[src/rtl/core/psema_pkg.sv]
// Shared types and constants of the pressure scale, EMA and stability block.
`timescale 1ns / 1ps
`default_nettype none

package psema_pkg;

    // Pressure range, 21-bit two's complement in 1/256 mmHg
    localparam int                 P_W   = 21;
    localparam logic signed [20:0] P_MAX = 21'sh0FFFFF;
    localparam logic signed [20:0] P_MIN = 21'sh100000;

    // Fixed-point formats
    localparam int GAIN_W     = 24;
    localparam int GAIN_SHIFT = 24;
    localparam int ALPHA_W    = 17;
    localparam int ALPHA_FRAC = 16;
    localparam int BAND_W     = 20;
    localparam int NEED_W     = 4;
    localparam int OPB_W      = 25;

    localparam logic [16:0] ONE_Q16 = 17'h10000;

    // Configuration register indexes
    localparam int CFG_ADDR_W = 3;
    typedef logic [CFG_ADDR_W-1:0] t_cfg_addr;
    localparam t_cfg_addr REG_ZERO_OFFSET   = 3'd0;
    localparam t_cfg_addr REG_GAIN          = 3'd1;
    localparam t_cfg_addr REG_INVERT        = 3'd2;
    localparam t_cfg_addr REG_ALPHA         = 3'd3;
    localparam t_cfg_addr REG_STABLE_BAND   = 3'd4;
    localparam t_cfg_addr REG_STABLE_NEEDED = 3'd5;

    // Configuration reset values
    localparam logic [GAIN_W-1:0]  GAIN_RST   = 24'd715886;
    localparam logic [ALPHA_W-1:0] ALPHA_RST  = 17'd9830;
    localparam logic [BAND_W-1:0]  BAND_RST   = 20'd563;
    localparam logic [NEED_W-1:0]  NEEDED_RST = 4'd4;

    // Sequencer state codes
    typedef logic [2:0] t_state;
    localparam t_state S_IDLE  = 3'd0;
    localparam t_state S_MUL_G = 3'd1;
    localparam t_state S_SCALE = 3'd2;
    localparam t_state S_MUL_A = 3'd3;
    localparam t_state S_MUL_B = 3'd4;
    localparam t_state S_ACC   = 3'd5;
    localparam t_state S_DONE  = 3'd6;

endpackage

`default_nettype wire

[src/rtl/core/psema_in_if.sv]
// Input channel: one raw bridge ADC sample per transfer.
`timescale 1ns / 1ps
`default_nettype none

interface psema_in_if #(
    parameter int SAMPLE_BITS = 24
);
    logic                          valid;
    logic                          ready;
    logic signed [SAMPLE_BITS-1:0] raw_sample;

    modport source (output valid, output raw_sample, input ready);
    modport sink   (input valid, input raw_sample, output ready);
endinterface

`default_nettype wire

[src/rtl/core/psema_out_if.sv]
// Output channel: instant pressure, filtered pressure and stable flag per transfer.
`timescale 1ns / 1ps
`default_nettype none

interface psema_out_if;
    logic               valid;
    logic               ready;
    logic signed [20:0] pressure_now;
    logic signed [20:0] pressure_filtered;
    logic               stable;

    modport source (output valid, output pressure_now, output pressure_filtered,
                    output stable, input ready);
    modport sink   (input valid, input pressure_now, input pressure_filtered,
                    input stable, output ready);
endinterface

`default_nettype wire

[src/rtl/core/psema_mul.sv]
// Shared signed multiplier with a registered product.
`timescale 1ns / 1ps
`default_nettype none

module psema_mul #(
    parameter int A_W = 25,
    parameter int B_W = 25
) (
    input  wire                      i_clk,
    input  wire signed [A_W-1:0]     i_op_a,
    input  wire signed [B_W-1:0]     i_op_b,
    output logic signed [A_W+B_W-1:0] o_prod
);

    logic signed [A_W+B_W-1:0] r_prod;

    // Register every product; the sequencer picks it up in the cycle after
    always_ff @(posedge i_clk) begin
        r_prod <= i_op_a * i_op_b;
    end

    assign o_prod = r_prod;

endmodule

`default_nettype wire

[src/rtl/core/pressure_scale_ema_stability.sv]
// Top level: offset, gain scaling, inversion, EMA filter and stability counter.
// The first sample after reset passes the states MUL_G, SCALE and DONE, every later
// one MUL_G, SCALE, MUL_A, MUL_B, ACC and DONE (one shared multiplier used three times).
// DONE waits while the output register is full and not taken. The input is ready only
// while the sequencer is idle, so a new sample is taken only after the last leaves DONE.
// Reset (synchronous, active low) loads the register defaults, clears the filter
// state and arms the first-sample load; no clearing pass is needed.
`timescale 1ns / 1ps
`default_nettype none

module pressure_scale_ema_stability
    import psema_pkg::*;
#(
    parameter int SAMPLE_BITS = 24,
    parameter int COUNT_BITS  = 4
) (
    input  wire                      i_clk,
    input  wire                      i_rst_n,
    psema_in_if.sink                 i_in,
    psema_out_if.source              o_out,
    input  wire                      i_cfg_we,
    input  wire [CFG_ADDR_W-1:0]     i_cfg_addr,
    input  wire [((SAMPLE_BITS > GAIN_W) ? SAMPLE_BITS : GAIN_W)-1:0] i_cfg_data
);

    localparam int DW  = SAMPLE_BITS + 1;
    localparam int PW  = DW + OPB_W;
    localparam int CW  = (COUNT_BITS > NEED_W) ? COUNT_BITS : NEED_W;
    localparam logic [COUNT_BITS-1:0] CNT_MAX = {COUNT_BITS{1'b1}};
    localparam logic signed [PW-1:0]  ROUND_HALF = PW'(32768);

    // Configuration registers
    logic signed [SAMPLE_BITS-1:0] r_zero_offset;
    logic [GAIN_W-1:0]             r_gain;
    logic                          r_invert;
    logic [ALPHA_W-1:0]            r_alpha;
    logic [BAND_W-1:0]             r_band;
    logic [NEED_W-1:0]             r_needed;

    // Sequencer and datapath registers
    t_state                r_state, n_state;
    logic signed [DW-1:0]  r_delta;
    logic signed [P_W-1:0] r_now;
    logic signed [P_W-1:0] r_filt;
    logic signed [P_W-1:0] r_prev;
    logic [COUNT_BITS-1:0] r_count;
    logic                  r_first;
    logic signed [PW-1:0]  r_acc;

    // Output register
    logic                  r_out_valid;
    logic signed [P_W-1:0] r_out_now;
    logic signed [P_W-1:0] r_out_filt;
    logic                  r_out_stable;

    // Shared multiplier
    logic signed [DW-1:0]    w_op_a;
    logic signed [OPB_W-1:0] w_op_b;
    logic signed [PW-1:0]    w_prod;

    logic [ALPHA_W-1:0]    w_alpha;
    logic [ALPHA_W-1:0]    w_beta;
    logic signed [PW-1:0]  w_shift;
    logic signed [P_W-1:0] w_sat;
    logic signed [P_W-1:0] w_now;
    logic signed [PW-1:0]  w_sum;
    logic signed [P_W+1:0] w_diff;
    logic [P_W+1:0]        w_abs;
    logic [COUNT_BITS-1:0] w_count;
    logic                  w_stable;
    logic                  w_in_xfer;
    logic                  w_load;

    assign w_in_xfer = i_in.valid && i_in.ready;
    assign i_in.ready = (r_state == S_IDLE);
    assign w_load = (r_state == S_DONE) && (!r_out_valid || o_out.ready);

    // Clamp alpha to one and form its complement
    assign w_alpha = (r_alpha > ONE_Q16) ? ONE_Q16 : r_alpha;
    assign w_beta  = ONE_Q16 - w_alpha;

    // Select multiplier operands by step
    always_comb begin
        w_op_a = r_delta;
        w_op_b = $signed({1'b0, r_gain});
        case (r_state)
            S_MUL_A: begin
                w_op_a = DW'(r_now);
                w_op_b = $signed({{(OPB_W - ALPHA_W){1'b0}}, w_alpha});
            end
            S_MUL_B: begin
                w_op_a = DW'(r_filt);
                w_op_b = $signed({{(OPB_W - ALPHA_W){1'b0}}, w_beta});
            end
            default: begin
                w_op_a = r_delta;
                w_op_b = $signed({1'b0, r_gain});
            end
        endcase
    end

    psema_mul #(
        .A_W (DW),
        .B_W (OPB_W)
    ) u_mul (
        .i_clk  (i_clk),
        .i_op_a (w_op_a),
        .i_op_b (w_op_b),
        .o_prod (w_prod)
    );

    // Scale: floor shift, saturate, optional negate
    assign w_shift = w_prod >>> GAIN_SHIFT;
    always_comb begin
        if (w_shift > P_MAX) begin
            w_sat = P_MAX;
        end else if (w_shift < P_MIN) begin
            w_sat = P_MIN;
        end else begin
            w_sat = w_shift[P_W-1:0];
        end
        if (!r_invert) begin
            w_now = w_sat;
        end else if (w_sat == P_MIN) begin
            w_now = P_MAX;
        end else begin
            w_now = -w_sat;
        end
    end

    // EMA sum with round to nearest
    assign w_sum = r_acc + w_prod + ROUND_HALF;

    // Change against previous filtered value and steady count
    assign w_diff = {r_filt[P_W-1], r_filt[P_W-1], r_filt}
                  - {r_prev[P_W-1], r_prev[P_W-1], r_prev};
    assign w_abs  = w_diff[P_W+1] ? (P_W+2)'(-w_diff) : w_diff;
    always_comb begin
        if (w_abs <= {3'b000, r_band}) begin
            w_count = (r_count == CNT_MAX) ? r_count : r_count + 1'b1;
        end else begin
            w_count = '0;
        end
    end
    assign w_stable = (CW'(w_count) >= CW'(r_needed));

    // Advance the sequencer
    always_comb begin
        n_state = r_state;
        case (r_state)
            S_IDLE:  if (w_in_xfer) n_state = S_MUL_G;
            S_MUL_G: n_state = S_SCALE;
            S_SCALE: n_state = r_first ? S_DONE : S_MUL_A;
            S_MUL_A: n_state = S_MUL_B;
            S_MUL_B: n_state = S_ACC;
            S_ACC:   n_state = S_DONE;
            S_DONE:  if (w_load) n_state = S_IDLE;
            default: n_state = S_IDLE;
        endcase
    end

    // Control state and configuration
    always_ff @(posedge i_clk) begin
        if (!i_rst_n) begin
            r_state       <= S_IDLE;
            r_first       <= 1'b1;
            r_filt        <= '0;
            r_prev        <= '0;
            r_count       <= '0;
            r_out_valid   <= 1'b0;
            r_zero_offset <= '0;
            r_gain        <= GAIN_RST;
            r_invert      <= 1'b1;
            r_alpha       <= ALPHA_RST;
            r_band        <= BAND_RST;
            r_needed      <= NEEDED_RST;
        end else begin
            r_state <= n_state;
            if (i_cfg_we) begin
                case (i_cfg_addr)
                    REG_ZERO_OFFSET:   r_zero_offset <= $signed(i_cfg_data[SAMPLE_BITS-1:0]);
                    REG_GAIN:          r_gain        <= i_cfg_data[GAIN_W-1:0];
                    REG_INVERT:        r_invert      <= i_cfg_data[0];
                    REG_ALPHA:         r_alpha       <= i_cfg_data[ALPHA_W-1:0];
                    REG_STABLE_BAND:   r_band        <= i_cfg_data[BAND_W-1:0];
                    REG_STABLE_NEEDED: r_needed      <= i_cfg_data[NEED_W-1:0];
                    default: ;
                endcase
            end
            // Load filter directly on the first sample, else take the EMA result
            if (r_state == S_SCALE && r_first) begin
                r_filt  <= w_now;
                r_first <= 1'b0;
            end
            if (r_state == S_ACC) begin
                r_filt <= w_sum[ALPHA_FRAC + P_W - 1:ALPHA_FRAC];
            end
            if (w_load) begin
                r_prev  <= r_filt;
                r_count <= w_count;
            end
            // Hold output until its transfer
            if (w_load) begin
                r_out_valid <= 1'b1;
            end else if (o_out.ready) begin
                r_out_valid <= 1'b0;
            end
        end
    end

    // Datapath registers
    always_ff @(posedge i_clk) begin
        if (w_in_xfer) begin
            r_delta <= $signed({i_in.raw_sample[SAMPLE_BITS-1], i_in.raw_sample})
                     - $signed({r_zero_offset[SAMPLE_BITS-1], r_zero_offset});
        end
        if (r_state == S_SCALE) begin
            r_now <= w_now;
        end
        if (r_state == S_MUL_B) begin
            r_acc <= w_prod;
        end
        if (w_load) begin
            r_out_now    <= r_now;
            r_out_filt   <= r_filt;
            r_out_stable <= w_stable;
        end
    end

    assign o_out.valid             = r_out_valid;
    assign o_out.pressure_now      = r_out_now;
    assign o_out.pressure_filtered = r_out_filt;
    assign o_out.stable            = r_out_stable;

    // Checks
    a_accept_starts: assert property (@(posedge i_clk) disable iff (!i_rst_n)
        w_in_xfer |=> r_state == S_MUL_G)
        else $error("accepted sample did not start the multiply step");

    a_busy_not_ready: assert property (@(posedge i_clk) disable iff (!i_rst_n)
        r_state != S_IDLE |-> !i_in.ready)
        else $error("input ready while a sample is in progress");

    a_first_load: assert property (@(posedge i_clk) disable iff (!i_rst_n)
        $fell(r_first) |-> r_filt == r_now)
        else $error("first sample did not load the filter");

    a_out_filt: assert property (@(posedge i_clk) disable iff (!i_rst_n)
        $rose(o_out.valid) |-> o_out.pressure_filtered == r_filt && r_prev == r_filt)
        else $error("output filtered value differs from filter state");

endmodule

`default_nettype wire

[src/flat_wrapper.sv]
// flat-port wrapper written by rule: the top's interface ports become plain ports
module pressure_scale_ema_stability_flat import psema_pkg::*;
#(
    parameter int SAMPLE_BITS = 24,
    parameter int COUNT_BITS  = 4
)
  (i_clk, i_rst_n, i_cfg_we, i_cfg_addr, i_cfg_data, i_in_valid, i_in_raw_sample, i_in_ready, o_out_valid, o_out_pressure_now, o_out_pressure_filtered, o_out_stable, o_out_ready);
  psema_in_if #(.SAMPLE_BITS(SAMPLE_BITS)) i_in_i ();
  psema_out_if o_out_i ();
  input  wire i_clk;
  input  wire i_rst_n;
  input  wire i_cfg_we;
  input  wire [CFG_ADDR_W-1:0] i_cfg_addr;
  input  wire [((SAMPLE_BITS > GAIN_W) ? SAMPLE_BITS : GAIN_W)-1:0] i_cfg_data;
  input wire logic [$bits(i_in_i.valid)-1:0] i_in_valid;
  input wire logic [$bits(i_in_i.raw_sample)-1:0] i_in_raw_sample;
  output wire logic [$bits(i_in_i.ready)-1:0] i_in_ready;
  output wire logic [$bits(o_out_i.valid)-1:0] o_out_valid;
  output wire logic [$bits(o_out_i.pressure_now)-1:0] o_out_pressure_now;
  output wire logic [$bits(o_out_i.pressure_filtered)-1:0] o_out_pressure_filtered;
  output wire logic [$bits(o_out_i.stable)-1:0] o_out_stable;
  input wire logic [$bits(o_out_i.ready)-1:0] o_out_ready;
  assign i_in_i.valid = i_in_valid;
  assign i_in_i.raw_sample = i_in_raw_sample;
  assign i_in_ready = i_in_i.ready;
  assign o_out_valid = o_out_i.valid;
  assign o_out_pressure_now = o_out_i.pressure_now;
  assign o_out_pressure_filtered = o_out_i.pressure_filtered;
  assign o_out_stable = o_out_i.stable;
  assign o_out_i.ready = o_out_ready;
  pressure_scale_ema_stability #(.SAMPLE_BITS(SAMPLE_BITS), .COUNT_BITS(COUNT_BITS)) u_core (.i_clk(i_clk), .i_rst_n(i_rst_n), .i_in(i_in_i), .o_out(o_out_i), .i_cfg_we(i_cfg_we), .i_cfg_addr(i_cfg_addr), .i_cfg_data(i_cfg_data));
endmodule
[config.mk]
export PLATFORM = sky130hd
export DESIGN_NAME = pressure_scale_ema_stability_flat
export DESIGN_NICKNAME = d
export VERILOG_FILES = /design/src/rtl/core/psema_pkg.sv /design/src/rtl/core/psema_in_if.sv /design/src/rtl/core/psema_out_if.sv /design/src/rtl/core/psema_mul.sv /design/src/rtl/core/pressure_scale_ema_stability.sv /design/src/flat_wrapper.sv
export SDC_FILE = /design/constraint.sdc
export NUM_CORES = 2
export LEC_CHECK = 0
export ABC_AREA = 1
export BUFFER_PORTS_ARGS = -buffer_cell sky130_fd_sc_hd__buf_2
export CORE_ASPECT_RATIO = 0.6
export CORE_MARGIN = 10
export CORE_UTILIZATION = 40
export DETAILED_ROUTE_END_ITERATION = 16
export GPL_TIMING_DRIVEN = 0
export PLACE_DENSITY = 0.65
export SYNTH_ARGS = -nofsm -noshare
export SYNTH_HDL_FRONTEND = slang
export SYNTH_SLANG_ARGS = --single-unit
[constraint.sdc]
create_clock -name i_clk -period 7.7 [get_ports i_clk]
set_input_delay 1.155 -clock i_clk [delete_from_list [all_inputs] [get_ports i_clk]]
set_output_delay 1.155 -clock i_clk [all_outputs]
set_load 0.005 [all_outputs]
== Word-level counts from Yosys, hierarchy flattened ==
Cells that the tools add are included.
Operators by class
  mux-type cells: 18
  $mul: 1
  order comparisons: 5
  reductions and logical operators: 16
  equality and inequality tests: 15
  $add $sub $neg: 8
Operator list (count)
  21-bit 2-to-1 mux: 6
  25-bit by 25-bit multiplier with 50-bit output: 1
  25-bit case mux with 2 select lines: 1
  24-bit case mux with 2 select lines: 1
  37-bit by 17-bit adder with 37-bit output (second input constant): 1
  37-bit adder: 1
  26-bit by 21-bit > comparator with 1-bit output (second input constant): 1
  26-bit by 21-bit less-than comparator with 1-bit output (second input constant): 1
  24-bit by 24-bit subtractor with 25-bit output: 1
  23-bit by 20-bit less-or-equal comparator with 1-bit output: 1
  23-bit 2-to-1 mux: 1
  23-bit negator: 1
  21-bit by 21-bit subtractor with 22-bit output: 1
  21-bit equality test (second input constant): 1
  21-bit negator: 1
  3-bit case mux with 7 select lines: 1
  17-bit > comparator (second input constant): 1
  17-bit 2-to-1 mux: 1
  17-bit subtractor (first input constant): 1
  3-bit equality test (second input constant): 5
  2-bit AND reduction: 7
  3-bit by 2-bit equality test with 1-bit output (second input constant): 4
  3-bit 2-to-1 mux: 3
  4-bit 2-to-1 mux: 2
  other kinds (12): 18
Storage, ports and cells
  flip-flop bits (word level): 317
  input port bits: 56
  word-level logic and storage cells: 82

== Logic depth before layout (Yosys ltp) ==
  depth after elaboration: 8
  depth in mapped cells: 45
  depth with buffers taken out: 42

== Hierarchy ==
Synthesis repeated with hierarchy kept, for this count alone.
Second synthesis, totals
  cell total of the unflattened synthesis: 5828
  area, all modules: 44009.7 µm²
By module, submodules not included
  psema_mul: instances 1, cells each 3515, area each 26615.5 µm²
  pressure_scale_ema_stability: instances 1, cells each 2313, area each 17394.2 µm²

== Worst setup path after synthesis ==
Ideal clock, no wire load.
  kind: flip-flop to flip-flop
  start point: register u_core.r_alpha[0]
  end point: register u_core.u_mul.r_prod[48] (netlist: u_core.u_mul.o_prod[48])
  clock period less this slack: 8101 ps
  path slack: -401 ps
  cell stages (with the launch flop): 38
  arrival time: 8030 ps
  required time: 7628 ps
  cell sequence: dfxtp_1 or2_4 nor3_4 nand3_2 nand2_4 buf_12 buf_8 nand2_1 ha_1 inv_1 nand3_1 a31oi_4 buf_2 nand2_1 fa_1 inv_1 fa_1 inv_1 (+2 left out) fa_1 fa_1 fa_1 inv_1 fa_1 inv_1 ha_1 nand2_1 nor2_1 inv_1 nor2_1 and3_1 nand3_1 nand3_1 a21o_1 nand2_1 nand3_1 xor2_1
On the way
  longest elaborated chain between the ends: 5
RTL lines
  from (decl): RTL line pressure_scale_ema_stability.sv:36  | logic [ALPHA_W-1:0] r_alpha;
  from (signal assigned): RTL line pressure_scale_ema_stability.sv:184  | REG_ALPHA: r_alpha <= i_cfg_data[ALPHA_W-1:0];
  17-bit > comparator: RTL line pressure_scale_ema_stability.sv:79  | assign w_alpha = (r_alpha > ONE_Q16) ? ONE_Q16 : r_alpha;
  17-bit 2-to-1 mux *: RTL line pressure_scale_ema_stability.sv:79
  17-bit subtractor: RTL line pressure_scale_ema_stability.sv:80  | assign w_beta = ONE_Q16 - w_alpha;
  24-bit case mux with 2 select lines *: RTL line pressure_scale_ema_stability.sv:86  | case (r_state)
  25-bit by 25-bit multiplier with 50-bit output *: RTL line psema_mul.sv:19  | r_prod <= i_op_a * i_op_b;
  to (signal assigned): RTL line psema_mul.sv:19
  to (decl): RTL line psema_mul.sv:15  | logic signed [A_W+B_W-1:0] r_prod;
Every way passes the cells marked *; elsewhere a longest branch is shown, timed or not.
A chain may end at the register's enable or synchronous reset.

== Final worst setup path ==
  start point: register u_core.r_alpha[5]
  end point: register u_core.u_mul.r_prod[36] (netlist: u_core.u_mul.o_prod[36])
Same word-level chain as after synthesis.

==> flow_summary.yaml <==
logic_synthesis:
  netlist_area_um2: 40700
  syn_nets: 5957
  ys_seq_area_frac: 0.187
  synthAdderAreaFrac: 0.400
  synth_area_per_cell_um2: 8.16
  synth.area.top_cells: "fa_1, inv_1, dfxtp_1"
  async_flop_share: 0
  synth_mux_area_frac: 0.000246
  synth-xor-area-share: 0.0245
  synth_area_leader_cell: "fa_1"
  synth_compound_area_frac: 0.0847
  synth_seq_cells: 317
  ys.flop_type: "dfxtp_1"
  netlist_instances: 4982
  yosysUniqueCellTypes: 64
  synthSimpleGateAreaFrac: 0.178
  synth_top_family_by_area: "adder cells"
  synth_edf_count: 126
  ys_warn_count: 0
  synth.top_cell.area_share: 0.313
timing:
  finalSetupViolations: 31
  slew_viol_final: 0
  tightest_slew_ns: 1.15
  hold_viol: 0
  fin_crit_ns: 8.54
  fin_ws_ns: -0.840
  fmaxAchievable_ghz: 0.117
  clock_skew_ns: 0.0358
  fin_crit_sh: 1.11
  rsz0062_at_grt: "yes"
  relSlewSlack: 0.231
detailed_routing:
  via_count: 35816
  drc: 0
  drt_iter0_drc: 4483
  route.antenna.remaining_nets: 0
  routed_via_density: 5.37
  dr.pass1.iters: 6
  routed_wl_um: 151000
  wl_per_cell_um: 22.6
setup_path:
  cp_max_fo: 5
  cp_data_arrival_time_ns: 9.03
  regToRegStartpoint: "u_core.r_alpha[5]"
  critPathKind: "reg2reg"
  cp_data_required_time_ns: 8.19
  cp_slowest_cell: "fa_2"
  max_stage_delay_ns: 0.62
  rr_worst_depth: 38
  cpMostUsedCell: "fa_1"
  setup.worst_path.start: "u_core.r_alpha[5]"
  worst_setup_path_start_kind: "flip-flop"
  critPathCaptureType: "flip-flop"
worst_hold_path:
  hold_path_class: "reg2reg"
  whs_path_depth: 0
  holdCritStartpoint: "u_core.u_mul.o_prod[15]"
die:
  std_cell_rows: 90
  initial_core_util: 0.404
  die_y_um: 267
  top_level_ports: 101
  die_area_um2: 115000
  die_w_um: 432
  core_area_um2: 101000
clock_network:
  insertion_delay_ns: 0.64
  cts_made_buffers: 30
  cts_tree: "done"
  path_clk_slew_ns: 0.07
  htreeDepth: 1
  cts_hold_buf: 0
  clockRootBuffer: "clkbuf_16"
  cts_sinks: 317
  clk_path_buf_depth: 3
placement:
  dp.cells: 6420
  post-dp-hpwl_um: 122000
  post_dp_cell_area_um2: 42900
  routabilityCongestion: 1.01
  place_ws_ns: -1.77
  io_buffers: 100
run:
  cap_viol_max_count: 0
grt:
  gr-total-overflow: 0
  antenna_found_initial: 5
  grt_pass1_vias: 34363
  grt_start_max_net_pins: 47
  grt_usage: 0.255
  grt_pass1_wl_um: 222000
final_layout:
  area_delta_synth_final_pct: 18.8
  layout_commonest_cell: "inv_1"
  n_antenna_cell: 0
  stdcell_count: 6673
  n_fill_cell: 9569
  design_area_um2: 48300
  finish.utilization: 0.480
  layout_common_cells: "inv_1, nand2_1, fa_1, nor2_1, ha_1"
  drive_gt1_frac: 0.185
  fin_nets: 6290
run_status:
  violations: "setup timing"
  status: "finished, violations left"
## final cells by class
cell class                      instances  area, um2  area share
Sequential cell                       317       7630       0.158
Inverter                             1183       4480      0.0927
Multi-Input combinational cell       3353      30300       0.628
Timing Repair Buffer                  302       2310      0.0479
Clock buffer                           38        802      0.0166
Buffer                                128        855      0.0177
Clock inverter                         18        238     0.00492
Tap cell                             1334       1670      0.0345
## synth_stat cells (13+ instances only)
library cell / n
inv_1: 1168
nand2_1: 795
fa_1: 635
nor2_1: 527
ha_1: 284
a21oi_1: 261
o21ai_0: 215
nand3_1: 202
dfxtp_1: 191
edfxtp_1: 126
xor2_1: 71
clkbuf_1: 66
buf_2: 39
nand4_1: 39
xnor2_1: 39
nor2_2: 38
a31oi_1: 27
nor3_1: 23
o211ai_1: 17
or2_2: 14
nand3b_1: 13
o21ai_1: 13
## routing by layer
metal  vias up  wire length (um)  GRT usage  part of all wire
met4         4              3910     0.0492             0.026
met2      2245             53800      0.314              0.36
li1      15888                 -          -                 -
met1     17433             68000      0.394              0.45
met3       246             25100      0.118              0.17
met5         -               136          0           0.00090
## metrics by stage
stage          hold slack [ns]  setup TNS, ns
2_1_floorplan            0.408        -0.0644
3_5_place_dp             0.423         -45.52
5_1_grt                  0.443         -22.25
4_1_cts                  0.437          -9.20
3_3_place_gp             0.425         -44.15
6_report                 0.432         -16.01
## state kept, by name, indices dropped and copies added, names as in the netlist, 20 cells and up
name and count:
u_core.o_out.pressure_filtered 21, u_core.o_out.pressure_now 21, u_core.r_acc 37, u_core.r_band 20, u_core.r_delta 25, u_core.r_filt 21
u_core.r_gain 24, u_core.r_now 21, u_core.r_prev 21, u_core.r_zero_offset 24, u_core.u_mul.o_prod 50
## critical path: cells and delay by family, from the launching register on
kind / cells / cell delay (ns)
simple gates: 11 / 1.24
flops: 1 / 0.36
xor+xnor: 1 / 0.33
fa+ha+maj: 9 / 4.31
buf+inv: 10 / 0.97
compound gates: 7 / 1.19
## path summary, 6_finish.rpt
| path | to | slack [ns] |
|---|---|---|
| max | u_core.u_mul.o_prod[36] | -0.84 |
| min | u_core.r_acc[15] | 0.43 |
| max reg2reg | u_core.u_mul.o_prod[36] | -0.84 |
| min reg2reg | u_core.r_acc[15] | 0.43 |
## kinds of logic after synthesis
group / Yosys count
buffers and inverters: 1312
adder cells (fa/ha/maj): 919
XOR/XNOR: 112
multiplexers: 1
AND/OR/NAND/NOR: 1708
AO/OA/AOI/OAI: 613
flip-flops: 317
## what timing repair did
action	CTS	global route
cloned	2	0
gates resized for setup	456	263
pin swaps	203	133
setup endpoints to repair	38	36
buffers inserted	133	64
Power is left out: the tool's default activity adds up to more than one toggle a clock period on the data nets, which glitch-free logic cannot reach.
